File: src/rtl/core/imsd_div.sv
`default_nettype none

module imsd_div #(
  parameter int unsigned NUM_W = 48,
  parameter int unsigned DEN_W = 25
) (
  input  wire logic             clk_i,
  input  wire logic             rst_ni,
  input  wire logic             start_i,
  input  wire logic [NUM_W-1:0] dividend_i,
  input  wire logic [DEN_W-1:0] divisor_i,
  output logic                  done_o,
  output logic [NUM_W-1:0]      quot_o
);

  localparam int unsigned CNT_W = $clog2(NUM_W + 1);

  logic [NUM_W-1:0] sh_q, sh_d;
  logic [DEN_W-1:0] rem_q, rem_d;
  logic [DEN_W-1:0] den_q, den_d;
  logic [CNT_W-1:0] cnt_q, cnt_d;
  logic             busy_q, busy_d;
  logic             done_q, done_d;

  logic [DEN_W:0] rem_t, rem_s;
  logic           ge;

  assign rem_t = {rem_q, sh_q[NUM_W-1]};
  assign rem_s = rem_t - {1'b0, den_q};
  assign ge    = (rem_t >= {1'b0, den_q});

  always_comb begin
    sh_d   = sh_q;
    rem_d  = rem_q;
    den_d  = den_q;
    cnt_d  = cnt_q;
    busy_d = busy_q;
    done_d = 1'b0;
    if (start_i) begin
      sh_d   = dividend_i;
      rem_d  = '0;
      den_d  = divisor_i;
      cnt_d  = '0;
      busy_d = 1'b1;
    end else if (busy_q) begin
      sh_d  = {sh_q[NUM_W-2:0], ge};
      rem_d = ge ? rem_s[DEN_W-1:0] : rem_t[DEN_W-1:0];
      cnt_d = cnt_q + CNT_W'(1);
      if (cnt_q == CNT_W'(NUM_W - 1)) begin
        busy_d = 1'b0;
        done_d = 1'b1;
      end
    end
  end

  always_ff @(posedge clk_i or negedge rst_ni) begin
    if (!rst_ni) begin
      busy_q <= 1'b0;
      done_q <= 1'b0;
      cnt_q  <= '0;
    end else begin
      busy_q <= busy_d;
      done_q <= done_d;
      cnt_q  <= cnt_d;
    end
  end

  always_ff @(posedge clk_i) begin
    sh_q  <= sh_d;
    rem_q <= rem_d;
    den_q <= den_d;
  end

  assign done_o = done_q;
  assign quot_o = sh_q;

endmodule

`default_nettype wire
File: config.mk
export PLATFORM = sky130hd
export DESIGN_NAME = imsd_div
export DESIGN_NICKNAME = d
export VERILOG_FILES = /design/src/rtl/core/imsd_div.sv
export SDC_FILE = /design/constraint.sdc
export NUM_CORES = 1
export LEC_CHECK = 0
export BUFFER_PORTS_ARGS = -buffer_cell sky130_fd_sc_hd__buf_2
export CORE_MARGIN = 2
export CORE_UTILIZATION = 26
export CTS_CLUSTER_DIAMETER = 100
export CTS_CLUSTER_SIZE = 40
export DETAILED_ROUTE_END_ITERATION = 10
export PLACE_DENSITY = 0.52
export SLEW_MARGIN = 25
export SYNTH_ARGS = -nofsm -noshare
export SYNTH_HDL_FRONTEND = slang
export SYNTH_SLANG_ARGS = --single-unit
File: constraint.sdc
create_clock -name clk_i -period 2.91 [get_ports clk_i]
set_input_delay 0.4365 -clock clk_i [delete_from_list [all_inputs] [get_ports clk_i]]
set_output_delay 0.4365 -clock clk_i [all_outputs]
set_load 0.1 [all_outputs]
==> flow_summary_export.csv <==
group,metric,value,unit
synth,synth-edff-count,73,
clock_network,cts_root_buffer,"clkbuf_16",
timing,setup_ws,64.0,ps
hold_path,hold_class,"in2reg",
global_routing,grt-ovfl-total,0,
timing,layout_min_cycle_time,2850,ps
synth,avgSynthCellArea,11.1,sq um
synth,yosysTopAreaCellShare,38.5,%
power_and_ir_drop,powerDensity,859,mW/mm^2
setup_path,arrival,3110,ps
timing,min_period_over_period,97.8,%
placed_design,pre_cts_ws,38.0,ps
synth,async_flop_share,7.55,%
setup_path,required,3180,ps
clock_network,cts_buffers,9,
drt,viasPerCell,4.61,
synth,synth-seq-cells,106,
synth,synth.area.top_cells,"edfxtp_1, mux2_2, dfxtp_1",
clock_network,clkSinkCount,106,
floorplan,ioPinCount,125,
timing,finalSetupViolations,0,
finish,final_nets,753,
power_and_ir_drop,peakVddDrop,470,uV
clock_network,clk_pin_slew,80,ps
floorplan,start_util,26.3,%
placed_design,gp_congestion,0.778,
placed_design,placed_area,0.00671,sq mm
floorplan,die_w,152,um
floorplan,chipHeight,152,um
synth,yosysWarningCount,0,
finish,diodes,0,
synth,synth_flop_cell,"edfxtp_1",
placed_design,dp_hpwl,9980,um
floorplan,die-area,0.0231,sq mm
drt,final_antenna_net_count,0,
floorplan,row_count,54,
global_routing,grt_pass1_wl,22600,um
clock_network,cts_tree,"built",
synth,synth.largest_area_cell,"edfxtp_1",
finish,postLayoutCellArea,0.00713,sq mm
power_and_ir_drop,power.leakage,3.02,nW
finish,synthToLayoutAreaGrowth,25.2,%
global_routing,grt_max_degree,68,
power_and_ir_drop,design_power_total,0.00613,W
setup_path,critPathKind,"reg2reg",
timing,tns,0,ps
timing,fin_worst_skew,8.85,ps
flow_run,cap_violations,0,
drt,drtPass1Iterations,6,
drt,avgRoutedWirePerCell,15.0,um
placed_design,port_buffers,124,
synth,yosysUniqueCellTypes,55,
global_routing,grt_use_total,12.0,%
clock_network,clock_path_buffers,2,
synth,syn_area,0.00569,sq mm
synth,yosysSeqAreaShare,50.8,%
timing,worstMarginPinSlew,632,ps
timing,rsz0062_at_grt,"yes",
setup_path,r2r_slack,60,ps
setup_path,startpoint_type,"flip-flop",
synth,syn_inst,513,
drt,drt_iter0_drc,218,
timing,slew_headroom,57.8,%
timing,hold_viol_final,0,
floorplan,core,0.0217,sq mm
status,outcome,"finished, final reports clean",
timing,slew_violations,0,
synth,syn_nets,616,
setup_path,cp-end-kind,"flip-flop",
global_routing,grt_antenna_before_repair,0,
drt,wirelength,14000,um
timing,fmax,351,MHz
finish,drive_gt1_share,36.0,%
clock_network,htreeDepth,3,
setup_path,cp_max_fo,14,
drt,drcViolationCount,0,
drt,vias,4314,
clock_network,clock_latency,360,ps
global_routing,grt_pass1_vias,4413,
[state kept, by name (all words and copies together) (netlist names)]
register,flops
quot_o,48
den_q,25
rem_q,25
cnt_q,6
busy_q,1
done_o,1
[kinds of logic (layout without fill, tap and decap cells)]
| group | after synthesis | in the layout | share of synthesized area (%) |
|---|---|---|---|
| AO/OA/AOI/OAI | 101 | 101 | 11.9 |
| AND/OR/NAND/NOR | 147 | 147 | 12.4 |
| multiplexers | 52 | 52 | 10.2 |
| adder cells (fa/ha/maj) | 27 | 27 | 6.06 |
| XOR/XNOR | 24 | 24 | 3.69 |
| flip-flops | 106 | 106 | 50.8 |
| buffers and inverters | 56 | 198 | 4.94 |
[final cells by class]
class                   instances  area, sq um
repair buffers                149          852
well taps                     280          350
clock buffers                   9          225
multi-input cells             351         2580
flip-flops and latches        106         2890
clock inverters                 7          103
fillers                      2219        14600
inverters                      33          124
[layer usage]
layer | global-route usage, % | vias up | routed length [um]
met5 | 0 | - | 0
met4 | 3.34 | 0 | 155
li1 | - | 2145 | -
met3 | 4.05 | 11 | 912
met1 | 16.0 | 2055 | 6680
met2 | 18.6 | 103 | 6230
[worst max-delay path, cell delays in order (launching register included)]
cell and delay [ps]:
edfxtp_1 390, inv_1 70, ha_2 170, inv_2 40
fa_2 340, a21o_1 180, a221o_2 410, nand4_4 130
a21boi_4 70, o31a_4 320, nor2_4 150, buf_12 160
nand2_1 80, a311oi_2 250
[synth_stat cells (all sizes together) (5+ instances only)]
library cell  instances
and2                  6
xnor2                12
o21ai                12
a21o                  6
or3                   5
nor2                 42
edfxtp               73
o22ai                 6
dfrtp                 8
clkbuf               14
ha                   26
inv                  33
mux2                 48
a311oi               18
nand4                 7
nand2                58
xor2                 12
dfxtp                25
buf                   8
a21oi                31
a31oi                 6
nand3                 6
nor2b                 5
[worst paths after layout]
| check | endpoint | from | cells after the start |
|---|---|---|---|
| setup / recovery | rem_q[20]$_SDFFE_PP0P_ | quot_o[47]$_DFFE_PP_ | 13 |
| hold / removal | den_q[19]$_DFFE_PP_ | divisor_i[19] | 1 |
| setup reg to reg | rem_q[20]$_SDFFE_PP0P_ | quot_o[47]$_DFFE_PP_ | 13 |
| hold reg to reg | rem_q[4]$_SDFFE_PP0P_ | rem_q[3]$_SDFFE_PP0P_ | 2 |
| max in group asynchronous | cnt_q[2]$_DFFE_PN0P_ | rst_ni | 2 |
| min in group asynchronous | busy_q$_DFF_PN0_ | rst_ni | 2 |
[power breakdown]
| group | switching [W] | internal, W |
|---|---|---|
| Clock | 0.000642 | 0.000702 |
| Sequential | 0.000173 | 0.00187 |
| Combinational | 0.00173 | 0.00100 |
[placed cells by master (no fill, tap or decap), types with 5 or more instances in the layout]
cell type  netlist  routed
nand2_1         58      57
dfrtp_1          8       8
nor2_1          41      41
a311oi_2         0       6
nor2b_1          5       5
a21o_1           6       6
buf_4            0      20
buf_2            4     124
edfxtp_1        73      73
xor2_1          12      12
a21oi_1         31      31
dfxtp_1         25      25
a31oi_1          6       5
a311oi_1        18      12
inv_1           33      31
o22ai_1          6       6
nand3_1          6       6
mux2_2          48      48
o21ai_0         12      11
clkbuf_16        0       9
ha_1            26      25
nand4_1          6       6
xnor2_1         12      12
[what timing repair did]
item,4_1_cts,5_1_grt
setup endpoints to repair,0,25
resized for setup,0,11
hold buffers,1,0
buffers inserted,0,3
endpoints found under the hold margin,8,0
[through the flow]
| stage | std cells | util, % | hold WS, ps |
|---|---|---|---|
| after floorplan | 513 | - | 141 |
| after global placement | 914 | 30.9 | 302 |
| after detailed placement | 914 | 30.9 | 294 |
| after CTS | 931 | 32.5 | 234 |
| after global routing | 935 | 32.9 | 230 |
| final | 935 | 32.9 | 250 |
No activity file was read; power rests on OpenSTA's default activity.
