===== src/rtl/core/imsd_sqrt.sv =====
`default_nettype none

module imsd_sqrt #(
  parameter int unsigned RAD_W = 48
) (
  input  wire logic               clk_i,
  input  wire logic               rst_ni,
  input  wire logic               start_i,
  input  wire logic [RAD_W-1:0]   radicand_i,
  output logic                    done_o,
  output logic [RAD_W/2-1:0]      root_o
);

  localparam int unsigned ROOT_W = RAD_W / 2;
  localparam int unsigned CNT_W  = $clog2(ROOT_W + 1);

  logic [RAD_W-1:0]  rad_q, rad_d;
  logic [ROOT_W:0]   rem_q, rem_d;
  logic [ROOT_W-1:0] root_q, root_d;
  logic [CNT_W-1:0]  cnt_q, cnt_d;
  logic              busy_q, busy_d;
  logic              done_q, done_d;

  logic [ROOT_W+2:0] rem_t, trial, rem_s;
  logic              ge;

  assign rem_t = {rem_q, rad_q[RAD_W-1 -: 2]};
  assign trial = {1'b0, root_q, 2'b01};
  assign rem_s = rem_t - trial;
  assign ge    = (rem_t >= trial);

  always_comb begin
    rad_d  = rad_q;
    rem_d  = rem_q;
    root_d = root_q;
    cnt_d  = cnt_q;
    busy_d = busy_q;
    done_d = 1'b0;
    if (start_i) begin
      rad_d  = radicand_i;
      rem_d  = '0;
      root_d = '0;
      cnt_d  = '0;
      busy_d = 1'b1;
    end else if (busy_q) begin
      rad_d  = rad_q << 2;
      rem_d  = ge ? rem_s[ROOT_W:0] : rem_t[ROOT_W:0];
      root_d = {root_q[ROOT_W-2:0], ge};
      cnt_d  = cnt_q + CNT_W'(1);
      if (cnt_q == CNT_W'(ROOT_W - 1)) begin
        busy_d = 1'b0;
        done_d = 1'b1;
      end
    end
  end

  always_ff @(posedge clk_i or negedge rst_ni) begin
    if (!rst_ni) begin
      busy_q <= 1'b0;
      done_q <= 1'b0;
      cnt_q  <= '0;
    end else begin
      busy_q <= busy_d;
      done_q <= done_d;
      cnt_q  <= cnt_d;
    end
  end

  always_ff @(posedge clk_i) begin
    rad_q  <= rad_d;
    rem_q  <= rem_d;
    root_q <= root_d;
  end

  assign done_o = done_q;
  assign root_o = root_q;

endmodule

`default_nettype wire


===== config.mk =====
export PLATFORM = sky130hd
export DESIGN_NAME = imsd_sqrt
export DESIGN_NICKNAME = d
export VERILOG_FILES = /design/src/rtl/core/imsd_sqrt.sv
export SDC_FILE = /design/constraint.sdc
export NUM_CORES = 1
export LEC_CHECK = 0
export ABC_AREA = 1
export BUFFER_PORTS_ARGS = -buffer_cell sky130_fd_sc_hd__buf_2
export CORE_MARGIN = 1.5
export CORE_UTILIZATION = 40
export DETAILED_ROUTE_END_ITERATION = 16
export SLEW_MARGIN = 5
export SYNTH_ARGS = -nofsm -noshare
export SYNTH_HDL_FRONTEND = slang
export SYNTH_SLANG_ARGS = --single-unit

===== constraint.sdc =====
create_clock -name clk_i -period 3.43 [get_ports clk_i]
set_clock_uncertainty 0.15 [all_clocks]
set_input_delay 0.1715 -clock clk_i [delete_from_list [all_inputs] [get_ports clk_i]]
set_output_delay 0.1715 -clock clk_i [all_outputs]
set_load 0.01 [all_outputs]

==> results of run 1 <==
==> power by group through the flow <==
stage	Sequential [mW]	Clock (mW)	Combinational (mW)
after global routing	1.62	1.17	3.66
after detailed placement	1.62	0	3.09
after global placement	1.63	0	3.10
final	1.60	1.10	3.17
after CTS	1.60	1.13	3.16
after floorplan	1.60	0	2.47
==> flip-flops by register name, summed over array words and instances (netlist names) <==
name and count:
root_o 24, rad_q 48, rem_q 25, done_o 1
busy_q 1, cnt_q 5
==> layout by cell type, fill, tap and decap left out, types with 10 or more instances in the layout <==
cell / netlist / layout
nand2_1: 403 / 403
inv_1: 122 / 122
buf_2: 1 / 75
dlygate4sd3_1: 0 / 49
dfxtp_1: 49 / 49
nand3_1: 48 / 48
edfxtp_1: 48 / 48
nor2_1: 28 / 28
ha_1: 27 / 27
o22ai_1: 23 / 23
a21oi_1: 18 / 18
xor2_1: 10 / 10
==> routing by layer <==
layer / GRT usage, % / routed length (µm)
met5: 0 / 0
met4: 4.679 / 135
met3: 4.724 / 621
met2: 33.63 / 7268
met1: 26.92 / 7437
==> worst min-delay path by stage <==
stage | startpoint | end | cells past startpoint
floorplan | rst_ni | busy_q | 0
global placement | rst_ni | cnt_q[3] | 1
detailed placement | rst_ni | cnt_q[3] | 1
CTS | rst_ni | cnt_q[3] | 2
global route | rst_ni | cnt_q[1] | 2
finish | rst_ni | cnt_q[3] | 2
==> cells by family after synthesis <==
family	share of synthesized area, %
DFF	42.30
xor gates and xnor gates	1.426
and+or+nand+nor	35.76
AOI/OAI and AO/OA	4.910
adders and majority gates	5.501
buffers and inverters	10.11
==> repair_timing <==
item                                    in CTS  in global routing
hold endpoints to repair                    55                  0
endpoints found under the setup margin       0                  0
hold buffers                                49                  0
==> through the flow <==
stage	setup WS (ps)	instance area (µm²)	util, %	hold slack, ps
finish	842.0	7466	49.48	35.31
global route	618.1	7466	49.48	53.22
CTS	859.4	7466	49.48	17.24
detailed placement	902.5	6665	44.17	-132.2
global placement	940.4	6665	44.17	-133.6
floorplan	698.6	6141	-	-274.1
==> layout make-up <==
cell class              instances  area, µm²  area share, %
clock buffers                   9      225.2          3.017
clock inverters                 7      85.08          1.140
inverters                     125      469.2          6.285
multi-input cells             616       2923          39.15
flip-flops and latches        104       2597          34.79
well taps                     188      235.2          3.151
repair buffers                131      930.9          12.47
==> worst max-delay path: cells and delay by family, from the launching register on <==
family | cells | cell delay [ps]
buffers and inverters | 1 | 110
adders and majority gates | 1 | 410
and+or+nand+nor | 9 | 1390
DFF | 1 | 360
AOI/OAI and AO/OA | 1 | 100
==> results.md, run 1 <==
* Post-CTS Setup Inserts at 0
* Asr flop ratio synth at 6.731%
* Fmax achieved at about 390 MHz
* Power Total at between 5 and 6 mW
* Cells after synthesis at just under 900
* Post-synth top flop: dfxtp_1
* RR Endpoint: rem_q[22]
* Worst slew pin tran at 898.5 ps
* Worst reg2reg startpoint: root_o[0]
* Power Density at 785.7 nW/µm²
* Dpl cells at 1,115
* Slew HR at 40.04%
* Port bufs at 75
* Final hold violations at 0
* Initial core utilization at 40.70%
* Die W at 126.9 µm
* CP required at 3590 ps
* Max clock buf depth at 2
* Peak VDD IR at approximately 0.34 mV
* Unrepaired setup endpoints after global routing: false
* Lkg Pwr at a little under 4 nW
* Combinational share of power at 54.0%
* Total grt overflow at 0
* Outcome: complete, no violations
* Data arrival, critical path at 2750 ps
* Slowest cell delay on critical path at 410 ps
* # fillers at 1,529
* Crit path launch: root_o[0]
* WS Path Type: flip-flop to flip-flop
* Largest net degree at the start of global routing at 53
* Post-synth EDFFs at 48
* Hold Path Class: input port to asynchronous set/reset pin
* TritonRoute pass-1 iters at 5
* MaxCap Viol Count at 0
* Total number of H-tree levels at 3
* Initial antenna violation count at 0
* Syn avg cell area at 7.058 µm²
* Setup_tns at 0 ps
* Clock latency on the worst-skew pair at between 300 and 400 ps
* Crit-path slowest cell: ha_1
* Routed len/inst at 13.10 µm
* Residual DRC at 0
* Top-area cell type share of the netlist area at 24.63%
* Clock net sink count at ~100
* Clock-pin slew on the worst setup and hold paths at 80 ps
* Internal power at 3.168 mW
* Final Cycle Share at 75.45%
* Reg2Reg Depth at 12
* Tmin final at 2588 ps
* Area grow syn2layout at 21.58%
* Power share of the sequential group at a little over a quarter
* Cts repair resizes at 0
* Core box area at 15,090 µm²
* Row count at between 40 and 50
* Dominant cell by count in the synthesized netlist: nand2_1
* DR vias at approximately 5,600
* Final wirelength at approximately 15,000 µm
* Final setup violation count at 0
* Synth cell types at 35
* Top post-synthesis cells by area: nand2_1, edfxtp_1, dfxtp_1
* Syn nets at about 950
* Commonest cells post-synth: nand2_1, inv_1, dfxtp_1
* Vias per inst at 4.774
* Clock share of power at 18.7%
* TritonCTS Buffers at 9
* Yosys reg bits at 104
* All-Layer GR Usage at a little over 20%
* Crit-path max FO at 26
* Reg2reg setup slack at 840 ps
* Net Sw Power at 2.698 mW
* Synth Cell Area at 6141 µm²
* Final Wtd Congestion at 0.9030
* Switching fraction of total power at 45.99%
* I/O pin count at 76
* Post-synth top area cell: nand2_1
* Die Ht at 126.9 µm
* Layout cells sized above 1 at 12.40%
* Number of global-route vias before repair at 5,459
* Worst setup path endpoint: rem_q[22]
* Clock tree root driver cell: clkbuf_16
* Slew Limit Fails at 0
* First-pass GRT wire length at ~26,000 µm
* Seq/Total Area, Yosys at between 40% and 50%
* Layout Nets at 1,065
* CTS tree: yes
* CP Capture Type: flip-flop
* Critical Path Start Type: flip-flop
* Warnings, synthesis at 0
* Starting DRT DRC Count at around 350
* Cell breakdown of the critical path: inv_1 -> ha_1 -> o21ai_1 -> nand2_1 -> nand3_1 -> nand3_1 -> nand3_2 -> nand2_4 -> nand2_1 -> nand2_1 -> nand2_1 -> nand2_1
* DIE AREA at 16,100 µm²
* Inserted Diodes at 0
* Most frequent CP cell: nand2_1
* HPWL Detailed at 10,440 µm
* DRT antenna net count at 0
* Final std cells w/o fill at 1,180
Note: power is estimated with default switching activity, not from simulation.
==> run 2: changes to the inputs <==
- ABC_AREA: 1 -> 0
- clock period: 3.43 -> 2.4 ns (I/O delays scaled with it)
==> run 2 against run 1 <==
  * The run now ends with setup timing left
  * Clock power rose by 35%
  * Power rose by 70%
  * Final cell count fell by 18%
  * Critical path depth fell by 1
  * Count of clock-buffer cells in the layout did not move
  * Combinational power rose by 95%
  * Synthesized cell count fell by 37%
  * Critical endpoint is now rem_q[14]
==> results.md, run 2 <==
* Die W at 122.6 µm
* HPWL Detailed at 9776 µm
* I/O pin count at 76
* Crit path max-delay family: compound AO/OA/AOI/OAI gates
* Port bufs at 75
* Dpl cells at 891
* Slew Limit Fails at 0
* Post-synth EDFFs at 48
* Lkg Pwr at 3.885 nW
* Number of global-route vias before repair at a little over 5,000
* Starting DRT DRC Count at approximately 230
* Total grt overflow at 0
* TritonRoute pass-1 iters at 4
* Clock-pin slew on the worst setup and hold paths at 80 ps
* Worst slew pin tran at approximately 450 ps
* Layout Utilization at around three fifths
* Cell breakdown of the critical path: inv_2 -> ha_4 -> buf_4 -> nand3_1 -> o21bai_1 -> o41ai_4 -> o21a_1 -> o21ba_4 -> buf_12 -> or3_1 -> a311oi_1
* Synth Cell Area at 5723 µm²
* CP Buf/Inv Count at 3
* Layout cells sized above 1 at 45.27%
* CP Capture Type: flip-flop
* Clock latency on the worst-skew pair at 360 ps
* Dominant cell by count in the synthesized netlist: nor2_1
* Clock tree root driver cell: clkbuf_16
* Layout Nets at 866
* Final Wtd Congestion at 0.8652
* Post-synth top flop: dfxtp_1
* Cell area after layout at around 8500 µm²
* Routed len/inst at approximately 15 µm
* Residual DRC at 0
* First-pass GRT wire length at 24,110 µm
* Leading cell type in the layout, fill and taps excluded: buf_4
* Syn avg cell area at 10.50 µm²
* Area grow syn2layout at 48.91%
* Initial antenna violation count at 0
* Cells after synthesis at 545
* Placed Area at ~7200 µm²
* Outcome: complete, but fails checks
* Final Cycle Share at 115.1%
* Core box area at between 10,000 and 15,000 µm²
* Number of flip-flops in the largest register at 48
* Yosys reg bits at between 100 and 150
* Crit-path max FO at 5
* Asr flop ratio synth at ~6.7%
* Vias per inst at 5.045
* Most frequent cells in the layout: buf_4, buf_2, nor2_1, dlygate4sd3_1, edfxtp_1
* Power Density at between 1000 and 1500 nW/µm²
* CTS tree: yes
* Final hold violations at 0
* Hold Path Class: input port to flip-flop
* # fillers at 1,163
* Fmax achieved at 362.0 MHz
* Commonest cells post-synth: nor2_1, dfxtp_1, edfxtp_1
* MaxCap Viol Count at 0
* TritonCTS Buffers at 9
* Unrepaired setup endpoints after global routing: true
* Largest net degree at the start of global routing at 49
* Top-area cell type share of the netlist area at about a quarter
* Post-synth top area cell: edfxtp_1
* Pre-CTS WS at -404.9 ps
* Final wirelength at 14,720 µm
* WS Path Type: flip-flop to flip-flop
* Synth cell types at 57
* Crit-path slowest cell: or3_1
* All-Layer GR Usage at 20.39%
* Die Ht at 122.6 µm
* Sequential cell area at approximately 2600 µm²
* CP required at 2520 ps
* Clock net sink count at roughly 100
* Critical Path Start Type: flip-flop
* DRT antenna net count at 0
* Final setup violation count at 26
* Row count at 43
* Warnings, synthesis at 0
* PnR worst setup slack at -362.3 ps
* Slew HR at 70.14%
* Seq/Total Area, Yosys at 45.39%
* Total number of H-tree levels at 3
* Max clock buf depth at 2
* Initial core utilization at approximately two fifths
* Most flops, register: rad_q
* Top post-synthesis cells by area: edfxtp_1, dfxtp_1, mux2_2
* Peak VDD IR at 0.5309 mV
* Data arrival, critical path at 2880 ps
* Final std cells w/o fill at 973
* DR vias at 4,909
* Tmin final at roughly 2800 ps
* Failing checks: setup timing
* Inserted Diodes at 0
* DIE AREA at 15,030 µm²
* Slowest cell delay on critical path at 350 ps
* Power Total at 9.964 mW
* Area of the multi-input gates at approximately 3300 µm²
* Syn nets at 623
[run 2: changes by cell type in the layout (fill, tap and decap cells not counted), sizes merged, moves of 11 or more]
cell    change
a211oi     +14
a21o       +13
buf       +128
inv        -93
mux2       +46
mux2i      +35
nand2     -391
nand3      -46
nor2       +29
o22ai      -23
xnor2      +11
[run 2: final timing paths]
| check | startpoint | to | slack (ps) | depth (start not counted) |
|---|---|---|---|---|
| hold / removal | start_i | rem_q[1] | 100 | 2 |
| max in group asynchronous | rst_ni | busy_q | 1270 | 3 |
| setup / recovery | root_o[14] | rem_q[14] | -360 | 11 |
| min in group asynchronous | rst_ni | cnt_q[2] | 560 | 3 |
| setup reg to reg | root_o[14] | rem_q[14] | -360 | 11 |
| hold reg to reg | rem_q[23] | rem_q[23] | 370 | 2 |
[run 2: through the flow]
stage,hold WS (ps),setup TNS (ps)
finish,103.5,-6463
detailed placement,-188.9,-9129
global route,153.2,-9649
floorplan,-325.6,-5324
CTS,103.8,-6475
global placement,-196.2,-7103
[run 2: report_power, final]
| group | internal [mW] | switching [mW] |
|---|---|---|
| registers | 2.14 | 0.163 |
| clock network | 0.736 | 0.742 |
| logic | 3.43 | 2.76 |
| total | 6.30 | 3.66 |
[run 2: worst reg2reg max path, cell delays in order, from the launching register on]
cell and delay, ps:
dfxtp_2 340, inv_2 40, ha_4 260, buf_4 100, nand3_1 150, o21bai_1 310
o41ai_4 150, o21a_1 220, o21ba_4 230, buf_12 130, or3_1 350, a311oi_1 250
[run 2: repair_timing]
item / in CTS / in global routing
gates cloned: 1 / 0
setup endpoints to repair: 26 / 26
hold buffers: 50 / 0
setup buffers: 11 / 10
pin swaps: 31 / 24
hold endpoints to repair: 55 / 0
resized for setup: 49 / 45
[run 2: area by class of cell]
type / instances / share of cell area, %
Clock inverter: 7 / 0.7928
Inverter: 31 / 1.365
Timing Repair Buffer: 260 / 23.24
Sequential cell: 104 / 30.74
Multi-Input combinational cell: 382 / 38.57
Tap cell: 180 / 2.643
Clock buffer: 9 / 2.643
[run 2: cells by family (layout without fill, tap and decap cells)]
kind of cell    after synthesis  after routing  synth area share [%]
fa+ha+maj                    27             27                 5.903
flops                       104            104                 45.39
xor+xnor                     21             21                 3.214
compound gates              110            110                 13.99
mux                          81             81                 15.17
simple gates                143            143                 12.00
buf+inv                      59            307                 4.329
[run 2: per-layer routing]
metal | GRT usage (%) | vias to the layer above | wire, µm
li1 | - | 2462 | -
met1 | 25.64 | 2361 | 6593
met2 | 35.65 | 67 | 7471
met3 | 2.835 | 19 | 384
met4 | 7.340 | 0 | 269
met5 | 0 | - | 0
